===== src/sv/person_follow_controller_unit_macros.svh =====
// Assertion macros shared by the person-follow controller RTL.
`ifndef PERSON_FOLLOW_CONTROLLER_UNIT_MACROS_SVH
`define PERSON_FOLLOW_CONTROLLER_UNIT_MACROS_SVH
`ifndef NO_ASSERTIONS
// Check a property on every clock edge outside reset.
`define PFC_ASSERT(lbl, prop, msg) \
    lbl: assert property (@(posedge i_clk) disable iff (!i_rst_n) prop) else $error(msg);
// Check that a condition never holds outside reset.
`define PFC_ASSERT_NEVER(lbl, expr, msg) \
    lbl: assert property (@(posedge i_clk) disable iff (!i_rst_n) !(expr)) else $error(msg);
`else
`define PFC_ASSERT(lbl, prop, msg)
`define PFC_ASSERT_NEVER(lbl, expr, msg)
`endif
`endif


===== src/sv/pfc_pkg.sv =====
// Shared widths, codes and arithmetic helpers of the person-follow controller.
package pfc_pkg;

    // Field widths
    localparam int W_FUNC  = 2;
    localparam int W_CONF  = 10;
    localparam int W_SPEED = 14;
    localparam int W_DIST  = 15;
    localparam int W_LAT   = 15;
    localparam int W_OANG  = 13;
    localparam int W_LIN   = 14;
    localparam int W_ANG   = 16;
    localparam int W_MODE  = 3;
    localparam int W_HOLD  = 16;
    localparam int W_AGE   = 8;

    // Configuration port
    localparam int CFG_IDX_W  = 3;
    localparam int CFG_DATA_W = 16;

    // Datapath widths
    localparam int MUL_W  = 17;
    localparam int PROD_W = 2 * MUL_W;
    localparam int RND_W  = 22;
    localparam int QUOT_W = 14;
    localparam int DVD_W  = 31;
    localparam int DVS_W  = 16;

    // Target staleness limit in ticks
    localparam logic [W_AGE-1:0] TARGET_TIMEOUT_TICKS = 8'd5;

    // Trigger codes
    localparam logic [W_FUNC-1:0] FUNC_NONE   = 2'd0;
    localparam logic [W_FUNC-1:0] FUNC_START  = 2'd1;
    localparam logic [W_FUNC-1:0] FUNC_CANCEL = 2'd2;

    // Mode codes
    localparam logic [W_MODE-1:0] MODE_IDLE   = 3'd0;
    localparam logic [W_MODE-1:0] MODE_FOLLOW = 3'd1;
    localparam logic [W_MODE-1:0] MODE_HOLD   = 3'd2;
    localparam logic [W_MODE-1:0] MODE_STOP   = 3'd3;
    localparam logic [W_MODE-1:0] MODE_LOST   = 3'd4;

    // Register indexes
    localparam logic [CFG_IDX_W-1:0] CFG_FOLLOW_DIST = 3'd0;
    localparam logic [CFG_IDX_W-1:0] CFG_MAX_SPEED   = 3'd1;
    localparam logic [CFG_IDX_W-1:0] CFG_DIST_GAIN   = 3'd2;
    localparam logic [CFG_IDX_W-1:0] CFG_TURN_GAIN   = 3'd3;
    localparam logic [CFG_IDX_W-1:0] CFG_CONF_LIMIT  = 3'd4;
    localparam logic [CFG_IDX_W-1:0] CFG_HOLD_LIMIT  = 3'd5;
    localparam logic [CFG_IDX_W-1:0] CFG_REP_GAIN    = 3'd6;
    localparam logic [CFG_IDX_W-1:0] CFG_REP_RADIUS  = 3'd7;

    // Divider status
    typedef struct packed {
        logic busy;
        logic done;
    } t_div_status;

    // Round a Q12 product to nearest, ties away from zero
    function automatic logic signed [RND_W-1:0] round_q12(input logic signed [PROD_W-1:0] p);
        logic [PROD_W-1:0] mag;
        logic [PROD_W-1:0] sum;
        logic [RND_W-1:0]  q;
        mag = p[PROD_W-1] ? PROD_W'(-p) : PROD_W'(p);
        sum = mag + PROD_W'(2048);
        q   = sum[RND_W+11:12];
        return p[PROD_W-1] ? $signed(RND_W'(-q)) : $signed(q);
    endfunction

endpackage


===== src/sv/pfc_if.sv =====
// Request and result channels of the person-follow controller.
interface pfc_in_if;
    import pfc_pkg::*;
    logic                       valid;
    logic                       ready;
    logic [W_FUNC-1:0]          func;
    logic                       target_fresh;
    logic                       target_ok;
    logic [W_CONF-1:0]          target_confidence;
    logic signed [W_SPEED-1:0]  target_speed_mmps;
    logic [W_DIST-1:0]          target_distance_mm;
    logic signed [W_LAT-1:0]    target_lateral_mm;
    logic                       obstacle_ok;
    logic [W_DIST-1:0]          obstacle_distance_mm;
    logic signed [W_OANG-1:0]   obstacle_angle_mrad;

    modport source (
        output valid, func, target_fresh, target_ok, target_confidence,
               target_speed_mmps, target_distance_mm, target_lateral_mm,
               obstacle_ok, obstacle_distance_mm, obstacle_angle_mrad,
        input  ready
    );
    modport sink (
        input  valid, func, target_fresh, target_ok, target_confidence,
               target_speed_mmps, target_distance_mm, target_lateral_mm,
               obstacle_ok, obstacle_distance_mm, obstacle_angle_mrad,
        output ready
    );
endinterface

interface pfc_out_if;
    import pfc_pkg::*;
    logic                       valid;
    logic                       ready;
    logic signed [W_LIN-1:0]    linear_mmps;
    logic signed [W_ANG-1:0]    angular_mradps;
    logic [W_MODE-1:0]          mode;
    logic                       engaged;

    modport source (
        output valid, linear_mmps, angular_mradps, mode, engaged,
        input  ready
    );
    modport sink (
        input  valid, linear_mmps, angular_mradps, mode, engaged,
        output ready
    );
endinterface


===== src/sv/pfc_mul.sv =====
// Shared signed multiplier with a registered product.
module pfc_mul (
    input  logic                               i_clk,
    input  logic signed [pfc_pkg::MUL_W-1:0]   i_a,
    input  logic signed [pfc_pkg::MUL_W-1:0]   i_b,
    output logic signed [pfc_pkg::PROD_W-1:0]  o_prod
);
    import pfc_pkg::*;

    logic signed [PROD_W-1:0] r_prod;
    logic signed [PROD_W-1:0] n_prod;

    // Form the product of the operands the sequencer selects
    assign n_prod = i_a * i_b;

    // Register the product
    always_ff @(posedge i_clk) begin
        r_prod <= n_prod;
    end

    assign o_prod = r_prod;
endmodule


===== src/sv/pfc_div.sv =====
// Restoring divider, one quotient bit per cycle, for the obstacle repulsion term.
`include "person_follow_controller_unit_macros.svh"
module pfc_div (
    input  logic                              i_clk,
    input  logic                              i_rst_n,
    input  logic                              i_start,
    input  logic [pfc_pkg::DVD_W-1:0]         i_dividend,
    input  logic [pfc_pkg::DVS_W-1:0]         i_divisor,
    output logic [pfc_pkg::QUOT_W-1:0]        o_quot,
    output pfc_pkg::t_div_status              o_stat
);
    import pfc_pkg::*;

    localparam int CNT_W = $clog2(QUOT_W);

    logic                r_busy;
    logic                r_done;
    logic [CNT_W-1:0]    r_cnt;
    logic [DVS_W-1:0]    r_rem;
    logic [QUOT_W-1:0]   r_quo;
    logic [DVS_W-1:0]    r_div;
    logic                n_busy;
    logic                n_done;
    logic [CNT_W-1:0]    n_cnt;
    logic [DVS_W-1:0]    n_rem;
    logic [QUOT_W-1:0]   n_quo;
    logic [DVS_W-1:0]    n_div;
    logic [DVS_W:0]      trial;
    logic [DVS_W:0]      diff;
    logic                ge;

    // Shift in the next dividend bit and try a subtract
    assign trial = {r_rem, r_quo[QUOT_W-1]};
    assign diff  = trial - {1'b0, r_div};
    assign ge    = (trial >= {1'b0, r_div});

    // Sequence the iterations
    always_comb begin
        n_busy = r_busy;
        n_done = 1'b0;
        n_cnt  = r_cnt;
        n_rem  = r_rem;
        n_quo  = r_quo;
        n_div  = r_div;
        if (i_start) begin
            n_busy = 1'b1;
            n_cnt  = CNT_W'(QUOT_W - 1);
            n_rem  = i_dividend[DVD_W-2:QUOT_W];
            n_quo  = i_dividend[QUOT_W-1:0];
            n_div  = i_divisor;
        end else if (r_busy) begin
            n_rem = ge ? diff[DVS_W-1:0] : trial[DVS_W-1:0];
            n_quo = {r_quo[QUOT_W-2:0], ge};
            n_cnt = r_cnt - CNT_W'(1);
            if (r_cnt == '0) begin
                n_busy = 1'b0;
                n_done = 1'b1;
            end
        end
    end

    // Hold control state under reset
    always_ff @(posedge i_clk) begin
        if (!i_rst_n) begin
            r_busy <= 1'b0;
            r_done <= 1'b0;
        end else begin
            r_busy <= n_busy;
            r_done <= n_done;
        end
    end

    // Advance the datapath
    always_ff @(posedge i_clk) begin
        r_cnt <= n_cnt;
        r_rem <= n_rem;
        r_quo <= n_quo;
        r_div <= n_div;
    end

    assign o_quot      = r_quo;
    assign o_stat.busy = r_busy;
    assign o_stat.done = r_done;

    `PFC_ASSERT(a_start_when_free, i_start |-> !r_busy, "divider restarted while busy")
    `PFC_ASSERT(a_last_step_done, r_busy && (r_cnt == '0) && !i_start |=> !r_busy && r_done, "divider failed to finish")
    `PFC_ASSERT_NEVER(a_rem_bound, r_busy && (r_rem >= r_div), "partial remainder reached divisor")
endmodule


===== src/sv/person_follow_controller_unit.sv =====
// Person-follow controller: tick sequencer, mode state and shared arithmetic.
// One request is one control tick. It is taken when i_in.ready is high, which is only
// while the sequencer is idle. A tick that yields no command goes from the decide state
// back to idle. A cancel, target-lost, hold or stop command goes from the decide state
// to the emit state; a follow command passes the multiply steps MLIN, MANG and MREP,
// which use the shared multiplier in turn, then, when obstacle repulsion acts, DSTART
// and DWAIT for the divider of the repulsion term, and then SUM and EMIT. The block is
// ready for the next request in the cycle its command becomes valid. A finished command
// waits in the output register, and the next request is taken meanwhile; a further
// command then waits in the sequencer, with the input stalled, until the output register
// is free. Configuration registers are written at any edge with i_cfg_we high.
`include "person_follow_controller_unit_macros.svh"
module person_follow_controller_unit (
    input  logic                                  i_clk,
    input  logic                                  i_rst_n,
    input  logic                                  i_cfg_we,
    input  logic [pfc_pkg::CFG_IDX_W-1:0]         i_cfg_idx,
    input  logic [pfc_pkg::CFG_DATA_W-1:0]        i_cfg_data,
    pfc_in_if.sink                                i_in,
    pfc_out_if.source                             o_out
);
    import pfc_pkg::*;

    typedef enum logic [8:0] {
        S_IDLE   = 9'b000000001,
        S_DECIDE = 9'b000000010,
        S_MLIN   = 9'b000000100,
        S_MANG   = 9'b000001000,
        S_MREP   = 9'b000010000,
        S_DSTART = 9'b000100000,
        S_DWAIT  = 9'b001000000,
        S_SUM    = 9'b010000000,
        S_EMIT   = 9'b100000000
    } t_state;

    // Configuration
    logic [14:0] r_cfg_fdist;
    logic [12:0] r_cfg_maxs;
    logic [15:0] r_cfg_dgain;
    logic [15:0] r_cfg_tgain;
    logic [9:0]  r_cfg_conf;
    logic [15:0] r_cfg_hold;
    logic [13:0] r_cfg_rgain;
    logic [14:0] r_cfg_rrad;

    // Control state
    t_state              r_state, n_state;
    logic                r_engaged, n_engaged;
    logic [W_MODE-1:0]   r_mode, n_mode;
    logic [W_HOLD-1:0]   r_hold, n_hold;
    logic [W_AGE-1:0]    r_age, n_age;
    logic                r_rep_on, n_rep_on;
    logic                r_out_valid, n_out_valid;

    // Captured request
    logic [W_FUNC-1:0]          r_func, n_func;
    logic                       r_tok, n_tok;
    logic [W_CONF-1:0]          r_conf, n_conf;
    logic signed [W_SPEED-1:0]  r_speed, n_speed;
    logic [W_DIST-1:0]          r_dist, n_dist;
    logic signed [W_LAT-1:0]    r_lat, n_lat;
    logic                       r_ook, n_ook;
    logic [W_DIST-1:0]          r_odist, n_odist;
    logic signed [W_OANG-1:0]   r_oang, n_oang;

    // Working values and result
    logic signed [RND_W-1:0]    r_lin, n_lin;
    logic signed [RND_W-1:0]    r_ang, n_ang;
    logic signed [W_LIN-1:0]    r_res_lin, n_res_lin;
    logic signed [W_ANG-1:0]    r_res_ang, n_res_ang;
    logic [W_MODE-1:0]          r_res_mode, n_res_mode;
    logic                       r_res_eng, n_res_eng;
    logic signed [W_LIN-1:0]    r_out_lin, n_out_lin;
    logic signed [W_ANG-1:0]    r_out_ang, n_out_ang;
    logic [W_MODE-1:0]          r_out_mode, n_out_mode;
    logic                       r_out_eng, n_out_eng;

    // Decision terms
    logic                       is_start;
    logic                       is_cancel;
    logic                       eng_eff;
    logic [W_MODE-1:0]          mode_eff;
    logic                       lost;
    logic                       slow;
    logic [W_HOLD-1:0]          hold_next;
    logic                       hold_over;
    logic                       rep_on;
    logic signed [15:0]         err;
    logic [12:0]                lim;
    logic signed [RND_W-1:0]    lim_s;
    logic signed [RND_W-1:0]    rnd;
    logic signed [RND_W:0]      ang_sum;
    logic signed [RND_W:0]      rep_v;
    logic                       out_free;

    // Shared units
    logic signed [MUL_W-1:0]    mul_a;
    logic signed [MUL_W-1:0]    mul_b;
    logic signed [PROD_W-1:0]   prod;
    logic                       div_start;
    logic [DVD_W-1:0]           dividend;
    logic [QUOT_W-1:0]          quot;
    t_div_status                div_stat;

    // Write configuration registers
    always_ff @(posedge i_clk) begin
        if (!i_rst_n) begin
            r_cfg_fdist <= 15'd1500;
            r_cfg_maxs  <= 13'd800;
            r_cfg_dgain <= 16'd2048;
            r_cfg_tgain <= 16'd3277;
            r_cfg_conf  <= 10'd400;
            r_cfg_hold  <= 16'd200;
            r_cfg_rgain <= 14'd500;
            r_cfg_rrad  <= 15'd1000;
        end else if (i_cfg_we) begin
            unique case (i_cfg_idx)
                CFG_FOLLOW_DIST: r_cfg_fdist <= i_cfg_data[14:0];
                CFG_MAX_SPEED:   r_cfg_maxs  <= i_cfg_data[12:0];
                CFG_DIST_GAIN:   r_cfg_dgain <= i_cfg_data;
                CFG_TURN_GAIN:   r_cfg_tgain <= i_cfg_data;
                CFG_CONF_LIMIT:  r_cfg_conf  <= i_cfg_data[9:0];
                CFG_HOLD_LIMIT:  r_cfg_hold  <= i_cfg_data;
                CFG_REP_GAIN:    r_cfg_rgain <= i_cfg_data[13:0];
                CFG_REP_RADIUS:  r_cfg_rrad  <= i_cfg_data[14:0];
                default: ;
            endcase
        end
    end

    // Decide the tick from the captured request
    assign is_start  = (r_func == FUNC_START);
    assign is_cancel = (r_func == FUNC_CANCEL);
    assign eng_eff   = r_engaged | is_start;
    assign mode_eff  = is_start ? MODE_FOLLOW : r_mode;
    assign lost      = !r_tok || (r_age > TARGET_TIMEOUT_TICKS) || (r_conf < r_cfg_conf);
    assign slow      = (r_speed > -14'sd50) && (r_speed < 14'sd50);
    assign hold_next = (mode_eff != MODE_HOLD) ? '0 :
                       (r_hold == '1) ? r_hold : r_hold + W_HOLD'(1);
    assign hold_over = (hold_next > r_cfg_hold);
    assign rep_on    = r_ook && (r_odist < r_cfg_rrad) && (r_odist > 15'd10);

    // Distance error and speed limit
    assign err   = $signed({1'b0, r_dist}) - $signed({1'b0, r_cfg_fdist});
    assign lim   = (r_cfg_maxs < 13'd5000) ? r_cfg_maxs : 13'd5000;
    assign lim_s = $signed({{(RND_W-13){1'b0}}, lim});

    // Select multiplier operands by step
    always_comb begin
        unique case (r_state)
            S_MLIN: begin
                mul_a = MUL_W'(err);
                mul_b = $signed({1'b0, r_cfg_dgain});
            end
            S_MANG: begin
                mul_a = MUL_W'(r_lat);
                mul_b = $signed({1'b0, r_cfg_tgain});
            end
            default: begin
                mul_a = $signed({2'b00, r_cfg_rrad - r_odist});
                mul_b = $signed({3'b000, r_cfg_rgain});
            end
        endcase
    end

    pfc_mul u_mul (
        .i_clk  (i_clk),
        .i_a    (mul_a),
        .i_b    (mul_b),
        .o_prod (prod)
    );

    // Repulsion quotient: (2 * num + r) / (2 * r)
    assign div_start = (r_state == S_DSTART);
    assign dividend  = {prod[DVD_W-2:0], 1'b0} + {{(DVD_W-15){1'b0}}, r_cfg_rrad};

    pfc_div u_div (
        .i_clk      (i_clk),
        .i_rst_n    (i_rst_n),
        .i_start    (div_start),
        .i_dividend (dividend),
        .i_divisor  ({r_cfg_rrad, 1'b0}),
        .o_quot     (quot),
        .o_stat     (div_stat)
    );

    assign rnd      = round_q12(prod);
    assign rep_v    = r_rep_on ? $signed({{(RND_W+1-QUOT_W){1'b0}}, quot}) : '0;
    assign ang_sum  = r_oang[W_OANG-1] ? (RND_W+1)'(r_ang) + rep_v
                                       : (RND_W+1)'(r_ang) - rep_v;
    assign out_free = !r_out_valid || o_out.ready;

    // Sequence one tick
    always_comb begin
        n_state     = r_state;
        n_engaged   = r_engaged;
        n_mode      = r_mode;
        n_hold      = r_hold;
        n_age       = r_age;
        n_rep_on    = r_rep_on;
        n_func      = r_func;
        n_tok       = r_tok;
        n_conf      = r_conf;
        n_speed     = r_speed;
        n_dist      = r_dist;
        n_lat       = r_lat;
        n_ook       = r_ook;
        n_odist     = r_odist;
        n_oang      = r_oang;
        n_lin       = r_lin;
        n_ang       = r_ang;
        n_res_lin   = r_res_lin;
        n_res_ang   = r_res_ang;
        n_res_mode  = r_res_mode;
        n_res_eng   = r_res_eng;
        n_out_valid = r_out_valid && !o_out.ready;
        n_out_lin   = r_out_lin;
        n_out_ang   = r_out_ang;
        n_out_mode  = r_out_mode;
        n_out_eng   = r_out_eng;
        unique case (r_state)
            S_IDLE: begin
                if (i_in.valid) begin
                    n_func  = i_in.func;
                    n_tok   = i_in.target_ok;
                    n_conf  = i_in.target_confidence;
                    n_speed = i_in.target_speed_mmps;
                    n_dist  = i_in.target_distance_mm;
                    n_lat   = i_in.target_lateral_mm;
                    n_ook   = i_in.obstacle_ok;
                    n_odist = i_in.obstacle_distance_mm;
                    n_oang  = i_in.obstacle_angle_mrad;
                    // Age the target reading every tick
                    if (i_in.target_fresh) begin
                        n_age = '0;
                    end else if (r_age != '1) begin
                        n_age = r_age + W_AGE'(1);
                    end
                    n_state = S_DECIDE;
                end
            end
            S_DECIDE: begin
                n_res_lin = '0;
                n_res_ang = '0;
                n_rep_on  = rep_on;
                priority if (is_cancel) begin
                    n_engaged  = 1'b0;
                    n_mode     = MODE_STOP;
                    n_res_mode = MODE_STOP;
                    n_res_eng  = 1'b0;
                    n_state    = S_EMIT;
                end else if (!eng_eff) begin
                    n_state = S_IDLE;
                end else if (lost) begin
                    n_engaged  = 1'b0;
                    n_mode     = MODE_LOST;
                    n_res_mode = MODE_LOST;
                    n_res_eng  = 1'b0;
                    n_state    = S_EMIT;
                end else if (slow) begin
                    n_hold = hold_next;
                    if (hold_over) begin
                        n_engaged  = 1'b0;
                        n_mode     = MODE_STOP;
                        n_res_mode = MODE_STOP;
                        n_res_eng  = 1'b0;
                    end else begin
                        n_engaged  = 1'b1;
                        n_mode     = MODE_HOLD;
                        n_res_mode = MODE_HOLD;
                        n_res_eng  = 1'b1;
                    end
                    n_state = S_EMIT;
                end else begin
                    n_engaged = 1'b1;
                    n_mode    = MODE_FOLLOW;
                    n_state   = S_MLIN;
                end
            end
            S_MLIN: begin
                n_state = S_MANG;
            end
            S_MANG: begin
                n_lin   = rnd;
                n_state = S_MREP;
            end
            S_MREP: begin
                n_ang = rnd;
                // Clamp linear speed to the limit
                if (r_lin > lim_s) begin
                    n_lin = lim_s;
                end else if (r_lin < -lim_s) begin
                    n_lin = -lim_s;
                end
                n_state = r_rep_on ? S_DSTART : S_SUM;
            end
            S_DSTART: begin
                n_state = S_DWAIT;
            end
            S_DWAIT: begin
                if (div_stat.done) begin
                    n_state = S_SUM;
                end
            end
            S_SUM: begin
                n_res_lin = r_lin[W_LIN-1:0];
                if (ang_sum > (RND_W+1)'(32767)) begin
                    n_res_ang = 16'sd32767;
                end else if (ang_sum < -(RND_W+1)'(32767)) begin
                    n_res_ang = -16'sd32767;
                end else begin
                    n_res_ang = ang_sum[W_ANG-1:0];
                end
                n_res_mode = r_mode;
                n_res_eng  = r_engaged;
                n_state    = S_EMIT;
            end
            S_EMIT: begin
                if (out_free) begin
                    n_out_valid = 1'b1;
                    n_out_lin   = r_res_lin;
                    n_out_ang   = r_res_ang;
                    n_out_mode  = r_res_mode;
                    n_out_eng   = r_res_eng;
                    n_state     = S_IDLE;
                end
            end
            default: begin
                n_state = S_IDLE;
            end
        endcase
    end

    // Hold control state under reset
    always_ff @(posedge i_clk) begin
        if (!i_rst_n) begin
            r_state     <= S_IDLE;
            r_engaged   <= 1'b0;
            r_mode      <= MODE_IDLE;
            r_hold      <= '0;
            r_age       <= '1;
            r_rep_on    <= 1'b0;
            r_out_valid <= 1'b0;
        end else begin
            r_state     <= n_state;
            r_engaged   <= n_engaged;
            r_mode      <= n_mode;
            r_hold      <= n_hold;
            r_age       <= n_age;
            r_rep_on    <= n_rep_on;
            r_out_valid <= n_out_valid;
        end
    end

    // Advance payload registers
    always_ff @(posedge i_clk) begin
        r_func     <= n_func;
        r_tok      <= n_tok;
        r_conf     <= n_conf;
        r_speed    <= n_speed;
        r_dist     <= n_dist;
        r_lat      <= n_lat;
        r_ook      <= n_ook;
        r_odist    <= n_odist;
        r_oang     <= n_oang;
        r_lin      <= n_lin;
        r_ang      <= n_ang;
        r_res_lin  <= n_res_lin;
        r_res_ang  <= n_res_ang;
        r_res_mode <= n_res_mode;
        r_res_eng  <= n_res_eng;
        r_out_lin  <= n_out_lin;
        r_out_ang  <= n_out_ang;
        r_out_mode <= n_out_mode;
        r_out_eng  <= n_out_eng;
    end

    // Drive the channels
    assign i_in.ready           = (r_state == S_IDLE);
    assign o_out.valid          = r_out_valid;
    assign o_out.linear_mmps    = r_out_lin;
    assign o_out.angular_mradps = r_out_ang;
    assign o_out.mode           = r_out_mode;
    assign o_out.engaged        = r_out_eng;

    `PFC_ASSERT(a_engaged_mode, r_engaged |-> (r_mode == MODE_FOLLOW) || (r_mode == MODE_HOLD), "engaged outside follow or hold")
    `PFC_ASSERT(a_lin_range, r_out_valid |-> (r_out_lin <= 14'sd5000) && (r_out_lin >= -14'sd5000), "linear command beyond limit")
    `PFC_ASSERT_NEVER(a_hold_zero, r_out_valid && (r_out_mode != MODE_FOLLOW) && ((r_out_lin != '0) || (r_out_ang != '0)), "motion outside follow mode")
endmodule


===== src/flat_wrapper.sv =====
// flat-port wrapper written by rule: the top's interface ports become plain ports
module person_follow_controller_unit_flat import pfc_pkg::*;
  (i_clk, i_rst_n, i_cfg_we, i_cfg_idx, i_cfg_data, i_in_valid, i_in_func, i_in_target_fresh, i_in_target_ok, i_in_target_confidence, i_in_target_speed_mmps, i_in_target_distance_mm, i_in_target_lateral_mm, i_in_obstacle_ok, i_in_obstacle_distance_mm, i_in_obstacle_angle_mrad, i_in_ready, o_out_valid, o_out_linear_mmps, o_out_angular_mradps, o_out_mode, o_out_engaged, o_out_ready);
  pfc_in_if i_in_i ();
  pfc_out_if o_out_i ();
  input  logic i_clk;
  input  logic i_rst_n;
  input  logic i_cfg_we;
  input  logic [pfc_pkg::CFG_IDX_W-1:0] i_cfg_idx;
  input  logic [pfc_pkg::CFG_DATA_W-1:0] i_cfg_data;
  input wire logic [$bits(i_in_i.valid)-1:0] i_in_valid;
  input wire logic [$bits(i_in_i.func)-1:0] i_in_func;
  input wire logic [$bits(i_in_i.target_fresh)-1:0] i_in_target_fresh;
  input wire logic [$bits(i_in_i.target_ok)-1:0] i_in_target_ok;
  input wire logic [$bits(i_in_i.target_confidence)-1:0] i_in_target_confidence;
  input wire logic [$bits(i_in_i.target_speed_mmps)-1:0] i_in_target_speed_mmps;
  input wire logic [$bits(i_in_i.target_distance_mm)-1:0] i_in_target_distance_mm;
  input wire logic [$bits(i_in_i.target_lateral_mm)-1:0] i_in_target_lateral_mm;
  input wire logic [$bits(i_in_i.obstacle_ok)-1:0] i_in_obstacle_ok;
  input wire logic [$bits(i_in_i.obstacle_distance_mm)-1:0] i_in_obstacle_distance_mm;
  input wire logic [$bits(i_in_i.obstacle_angle_mrad)-1:0] i_in_obstacle_angle_mrad;
  output wire logic [$bits(i_in_i.ready)-1:0] i_in_ready;
  output wire logic [$bits(o_out_i.valid)-1:0] o_out_valid;
  output wire logic [$bits(o_out_i.linear_mmps)-1:0] o_out_linear_mmps;
  output wire logic [$bits(o_out_i.angular_mradps)-1:0] o_out_angular_mradps;
  output wire logic [$bits(o_out_i.mode)-1:0] o_out_mode;
  output wire logic [$bits(o_out_i.engaged)-1:0] o_out_engaged;
  input wire logic [$bits(o_out_i.ready)-1:0] o_out_ready;
  assign i_in_i.valid = i_in_valid;
  assign i_in_i.func = i_in_func;
  assign i_in_i.target_fresh = i_in_target_fresh;
  assign i_in_i.target_ok = i_in_target_ok;
  assign i_in_i.target_confidence = i_in_target_confidence;
  assign i_in_i.target_speed_mmps = i_in_target_speed_mmps;
  assign i_in_i.target_distance_mm = i_in_target_distance_mm;
  assign i_in_i.target_lateral_mm = i_in_target_lateral_mm;
  assign i_in_i.obstacle_ok = i_in_obstacle_ok;
  assign i_in_i.obstacle_distance_mm = i_in_obstacle_distance_mm;
  assign i_in_i.obstacle_angle_mrad = i_in_obstacle_angle_mrad;
  assign i_in_ready = i_in_i.ready;
  assign o_out_valid = o_out_i.valid;
  assign o_out_linear_mmps = o_out_i.linear_mmps;
  assign o_out_angular_mradps = o_out_i.angular_mradps;
  assign o_out_mode = o_out_i.mode;
  assign o_out_engaged = o_out_i.engaged;
  assign o_out_i.ready = o_out_ready;
  person_follow_controller_unit u_core (.i_clk(i_clk), .i_rst_n(i_rst_n), .i_cfg_we(i_cfg_we), .i_cfg_idx(i_cfg_idx), .i_cfg_data(i_cfg_data), .i_in(i_in_i), .o_out(o_out_i));
endmodule

===== config.mk =====
export PLATFORM = sky130hd
export DESIGN_NAME = person_follow_controller_unit_flat
export DESIGN_NICKNAME = d
export VERILOG_FILES = /design/src/sv/pfc_pkg.sv /design/src/sv/pfc_if.sv /design/src/sv/pfc_mul.sv /design/src/sv/pfc_div.sv /design/src/sv/person_follow_controller_unit.sv /design/src/flat_wrapper.sv
export VERILOG_INCLUDE_DIRS = /design/src /design/src/sv
export SDC_FILE = /design/constraint.sdc
export NUM_CORES = 2
export LEC_CHECK = 0
export ABC_AREA = 1
export BUFFER_PORTS_ARGS = -buffer_cell sky130_fd_sc_hd__buf_2
export CAP_MARGIN = 20
export CORE_MARGIN = 2
export CORE_UTILIZATION = 51
export CTS_BUF_LIST = sky130_fd_sc_hd__clkbuf_4 sky130_fd_sc_hd__clkbuf_8
export DETAILED_ROUTE_END_ITERATION = 7
export PLACE_DENSITY = 0.77
export RECOVER_POWER = 25
export SYNTH_ARGS = -nofsm -noshare
export SYNTH_HDL_FRONTEND = slang
export SYNTH_SLANG_ARGS = --single-unit

===== constraint.sdc =====
create_clock -name i_clk -period 20 [get_ports i_clk]
set_input_delay 4 -clock i_clk [delete_from_list [all_inputs] [get_ports i_clk]]
set_output_delay 4 -clock i_clk [all_outputs]
set_load 0.02 [all_outputs]

After elaboration in Yosys (flattened, before gate mapping)
Cells that the tools add are included.
W data, S select, Z words.
{ "totals": {"reg_bits": 437, "latchBits": 0, "ramBits": 0, "romBits": 0, "out_inout_bits": 36, "mem_count": 0} }
{ "op_classes": {"add_sub_neg": 13, "multipliers": 1, "n_div": 0, "magnitude_cmp": 13, "eq_ne": 27, "shifts": 0, "n_mux": 59, "n_bitwise": 5, "n_reduce_logical": 34} }
{ "ops": {"columns": ["op", "n"], "rows": [
  ["$mux W16", 7],
  ["$pmux W9 S9", 1],
  ["$mux W22", 3],
  ["$pmux W16 S2", 2],
  ["$mux W9", 7],
  ["$pmux W22 S2", 1],
  ["$mux W14", 3],
  ["$add A34 B12 Y34 const B", 1],
  ["$mul A17 B17 Y34", 1],
  ["$mux W34", 1],
  ["$neg A34 Y34", 1],
  ["$pmux W17 S2", 1],
  ["$add A30 B15 Y30", 1],
  ["$pmux W14 S2", 1],
  ["$mux W3", 8],
  ["$mux W8", 3],
  ["$reduce_and A2 Y1", 12],
  ["$add A22 B15 Y23", 1],
  ["$gt A23 B16 Y1 const B", 1],
  ["$lt A23 B16 Y1 const B", 1],
  ["$mux W23", 1],
  ["$sub A22 B15 Y23", 1],
  ["$gt A22 B14 Y1", 1],
  ["$lt A22 B22 Y1", 1],
  ["54 further kinds", 91]
]} }

Depth between registers and ports, before layout
{ "depth": {"word_depth": 11, "depth_mapped": 41, "depth_no_buf": 41} }

Hierarchy
Synthesis repeated with hierarchy kept, for this count alone.
{ "unflattened": {"hier_cells": 4914, "hier_area_um2": 37621.1} }
{ "modules_own_cells": {"columns": ["module", "instances", "cells_per_inst", "area_each_um2", "seq_area_each_um2"], "rows": [
  ["person_follow_controller_unit", 1, 2776, 21320.4, 8668.3],
  ["pfc_mul", 1, 1699, 12843.6, 680.7],
  ["pfc_div", 1, 439, 3457.1, 1501.4]
]} }

Worst setup path before layout
No wires, ideal clock.
{ "synth_timing": {"kind": "in2reg", "start": "in i_in_valid", "end": "reg u_core.r_age[5]", "arrival_time_ps": 8678, "t_required_ps": 19877, "setup_slack_ps": 11199, "cell_stages": 10, "n_path_buf": 0, "path_cell_list": "inv_1 > nor2_1 > nand2_1 > inv_2 > nand2_1 > nor2_1 > nand2_1 > o21ai_0 > a21oi_1 > or2_2"} }
{ "synth_between": {"elab_chain_cells": 1} }
{ "synth_lines": {"columns": ["element", "line", "source"], "rows": [
  ["start: declaration", "flat_wrapper.sv:11", "input wire logic [$bits(i_in_i.valid)-1:0] i_in_valid;"],
  ["$reduce_and A3 Y1 (no source line)", null, null],
  ["end signal: assignment", "person_follow_controller_unit.sv:349", "r_age <= n_age;"],
  ["end: declaration", "person_follow_controller_unit.sv:51", "logic [W_AGE-1:0] r_age, n_age;"]
]} }
No other way between the ends.
A chain may end at the register's enable or synchronous reset.

Worst setup path in the final report
{ "layout_timing": {"start": "reg u_core.r_state[4]", "end": "reg u_core.u_mul.r_prod[30], in the netlist u_core.u_mul.o_prod[30]"} }
{ "layout_between": {"elab_chain_cells": 3, "elab_cells_between_ends": 5} }
{ "layout_lines": {"columns": ["element", "line", "source"], "rows": [
  ["start: declaration", "person_follow_controller_unit.sv:47", "t_state r_state, n_state;"],
  ["start signal: assignment", "person_follow_controller_unit.sv:345", "r_state <= n_state;"],
  ["$eq A9 B4 Y1 / $eq A9 B3 Y1 (equally long branches)", "person_follow_controller_unit.sv:150", "unique case (r_state)"],
  ["$pmux W17 S2 / $pmux W16 S2 (equally long branches)", "person_follow_controller_unit.sv:150", null],
  ["$mul A17 B17 Y34 (*)", "pfc_mul.sv:14", "assign n_prod = i_a * i_b;"],
  ["named net u_core.u_mul.n_prod[30]", "pfc_mul.sv:11", "logic signed [PROD_W-1:0] n_prod;"],
  ["end signal: assignment", "pfc_mul.sv:18", "r_prod <= n_prod;"],
  ["end: declaration", "pfc_mul.sv:10", "logic signed [PROD_W-1:0] r_prod;"]
]} }
The timed path passes the listed nets; every way through them passes the cells marked *.

==> impl_metrics.py <==
metrics = {
    "run_status": {
        "outcome": "finished with violations",
        "violations": "max-capacitance violations, max-slew violations",
    },
    "drt": {
        "antenna_left": 0,
        "dr.pass1.iters": 6,
        "num_vias": 28456,
        "routedWlPerCell_um": 16.4,
        "vias_per_cell": 5.35,
        "wirelength_mm": 87.1,
        "drc": 0,
        "drt_iter0_markers": 2336,
    },
    "logic_synthesis": {
        "synth-edff-count": 231,
        "synthDominantCellAreaShare_pct": 20.2,
        "ys.flop_type": "edfxtp_1",
        "syn_nets": 4860,
        "post_synth.cell_area_avg_um2": 8.10,
        "synth.top_cells.by_area": "edfxtp_1, fa_1, dfxtp_1, inv_1, nand2_1",
        "ys_ff_latch": 425,
        "synthCells": 4240,
        "synth_cell_types": 61,
        "netlist.top_cell.by_area": "edfxtp_1",
        "yosysWarnings": 0,
        "yosysSeqAreaShare_pct": 31.5,
        "syn_area_mm2": 0.0343,
        "ys_async_sr_fraction_pct": 0,
    },
    "sta": {
        "hold_violations": 0,
        "slew_headroom_pct": -41.4,
        "finalSetupViolations": 0,
        "timing.final.crit_share_pct": 47.9,
        "slew_violations": 179,
        "finalSetupTns_ps": 0,
        "rsz0062_at_grt": "no",
        "worst_pin_slew_ps": 2120,
        "finClkSkew_ps": 54.0,
        "fmax_mhz": 104,
        "fin_crit_ps": 9580,
    },
    "hold_path": {
        "hold_end": "u_core.o_out.linear_mmps[3]$_DFFE_PP_",
        "hp-class": "flop to flop",
        "whs_path_depth": 0,
        "min-delay-start": "u_core.r_res_lin[3]$_SDFFCE_PN0P_",
    },
    "cells_and_area": {
        "fin_nets": 5005,
        "drive_gt1_share_pct": 8.38,
        "layout-area-overhead-vs-synth_pct": 9.02,
        "fillers": 5918,
    },
    "clock_tree": {
        "cts.sink_count": 425,
        "cts_setup_buffers": 0,
        "cts_hold_buf": 0,
        "clk_pin_slew_ps": 60,
        "cts_max_level": 3,
        "root_buffer": "clkbuf_8",
        "post_cts_resized": 0,
        "cts_buffers": 70,
        "clk_path_buf_depth": 3,
        "tritoncts": "built",
        "insertion_delay_ps": 660,
    },
    "worst_setup_path": {
        "crit_path_end_kind": "flop",
        "r2r_end": "u_core.u_mul.o_prod[30]$_DFF_P_",
        "slowest_stage": "a21oi_1",
        "crit_required_ps": 20500,
        "startpoint": "u_core.r_state[4]$_SDFFE_PN0P_",
        "worst-r2r-setup-slack_ps": 10420,
        "rr_startpoint": "u_core.r_state[4]$_SDFFE_PN0P_",
        "r2r_cells": 34,
        "crit_path_start_kind": "flop",
        "slowest_delay_ps": 800,
        "worstSetupPathType": "flop to flop",
        "cpMostUsedCell": "nand2_1",
        "crit_fanout": 26,
        "worstPathArrival_ps": 10080,
    },
    "grt": {
        "grtUsageMet3_pct": 4.27,
        "grt.busiest_layer": "met2",
        "grt_pass1_vias": 27686,
        "met1_usage_pct": 33.4,
        "antenna_found_initial": 1,
        "grt_max_degree": 116,
        "grtUsageTotal_pct": 25.3,
        "grt_use_met2_pct": 41.6,
        "overflow": 0,
        "grt_pass1_wl_mm": 141,
    },
    "floorplanning": {
        "io_pins": 147,
        "start_util_pct": 51.3,
        "dieArea_mm2": 0.0694,
        "rows": 95,
        "die_w_um": 263,
        "die_h_um": 263,
        "core-area_mm2": 0.0669,
    },
    "placed_design": {
        "gp_congestion": 0.956,
        "numPortBuffers": 134,
        "hpwl_mm": 68.8,
    },
    "job": {
        "cap_violations": 5,
    },
}
## final cells by class
type / instances / area [um2] / area share (%)
Multi-Input combinational cell: 2885 / 20000 / 53.4
Timing Repair Buffer: 163 / 868 / 2.32
Sequential cell: 425 / 10800 / 28.9
Clock inverter: 25 / 215 / 0.575
Tap cell: 873 / 1090 / 2.92
Inverter: 840 / 3150 / 8.42
Clock buffer: 102 / 1280 / 3.42
Antenna cell: 1 / 2.50 / 0.00668
## worst max-delay path: cells and delay by family, from the launching register on
family	cells	cell delay [ps]
fa+ha+maj	7	3120
compound gates	10	2660
buf+inv	7	1750
simple gates	10	1550
flops	1	320
## metal layers
metal  part of all wire, %  vias up
li1                      -    13822
met1                    42    13386
met2                    46     1051
met3                   7.7      197
met4                   3.7        0
met5                     0        -
## kinds of logic after synthesis
logic type | Yosys count | synth area share, %
AND/OR/NAND/NOR | 1561 | 19.3
buffers and inverters | 930 | 10.3
AO/OA/AOI/OAI | 687 | 11.1
adder cells (fa/ha/maj) | 509 | 24.5
flip-flops | 425 | 31.5
XOR/XNOR | 128 | 3.31
## sequential cells by signal, summed over array words and instances, names as in the netlist, 15 cells and up
signal,flops
u_core.r_dist,15
u_core.r_cfg_dgain,16
u_core.u_div.r_rem,16
u_core.r_ang,22
u_core.r_lat,15
u_core.r_lin,22
u_core.r_cfg_tgain,16
u_core.o_out.angular_mradps,16
u_core.r_cfg_fdist,15
u_core.r_res_ang,16
u_core.r_hold,16
u_core.r_cfg_rrad,15
u_core.u_div.r_div,15
u_core.u_mul.o_prod,34
u_core.r_cfg_hold,16
u_core.r_odist,15
## cells in the mapped netlist, types with 14 or more instances
cell type  instances
inv_1            822
nand2_1          787
nor2_1           425
a21oi_1          279
fa_1             274
o21ai_0          252
ha_1             235
edfxtp_1         231
dfxtp_1          194
nand3_1          141
xor2_1            79
clkbuf_1          71
nor3_1            49
xnor2_1           47
nand4_1           41
o211ai_1          34
nand2_2           33
nor4_1            22
nor2_2            18
o21ai_1           14
## worst max path at each step
stage	end	cells after the start	slack (ps)
after global routing	u_core.u_mul.o_prod[30]$_DFF_P_	34	9800
after detailed placement	u_core.u_mul.o_prod[30]$_DFF_P_	34	10540
final	u_core.u_mul.o_prod[30]$_DFF_P_	34	10420
after CTS	u_core.u_mul.o_prod[30]$_DFF_P_	34	10470
after global placement	u_core.u_mul.o_prod[30]$_DFF_P_	34	10680
after floorplan	u_core.r_age[5]$_SDFFE_PN1P_	10	11200
## stage by stage
stage	instances	instance area (um2)	hold WS (ps)	utilization, %	setup slack, ps
after CTS	5312	37500	396	56.0	10470
after global placement	5185	36000	401	53.7	10680
after detailed placement	5185	36000	405	53.7	10540
final	5314	37400	408	55.9	10420
after global routing	5313	37400	429	55.9	9800
after floorplan	4240	34300	400	-	11200
## layout by cell type (no fill, tap or decap), drive strengths merged, types with 3 or more instances in the layout
cell,netlist,final
o211ai,34,34
o21bai,11,11
buf,18,157
clkinv,9,26
xor2,80,80
ha,235,235
o21ai,268,268
a21oi,280,280
o221ai,5,5
nor3,51,51
nand3b,9,9
o31ai,8,8
inv,831,834
a22oi,3,3
nand4,42,42
and2,3,3
dfxtp,194,194
edfxtp,231,231
a31oi,12,12
clkbuf,72,108
o22ai,12,12
a21boi,10,10
nor4,23,23
or2,11,11
xnor2,48,48
fa,274,274
o2111ai,5,5
a211oi,13,13
a21o,9,9
bufinv,0,3
nand3,145,145
nand2,823,823
nor2,451,451
o21a,8,8
Power is left out: the tool's default activity adds up to more than one toggle a clock period on the data nets, which glitch-free logic cannot reach.
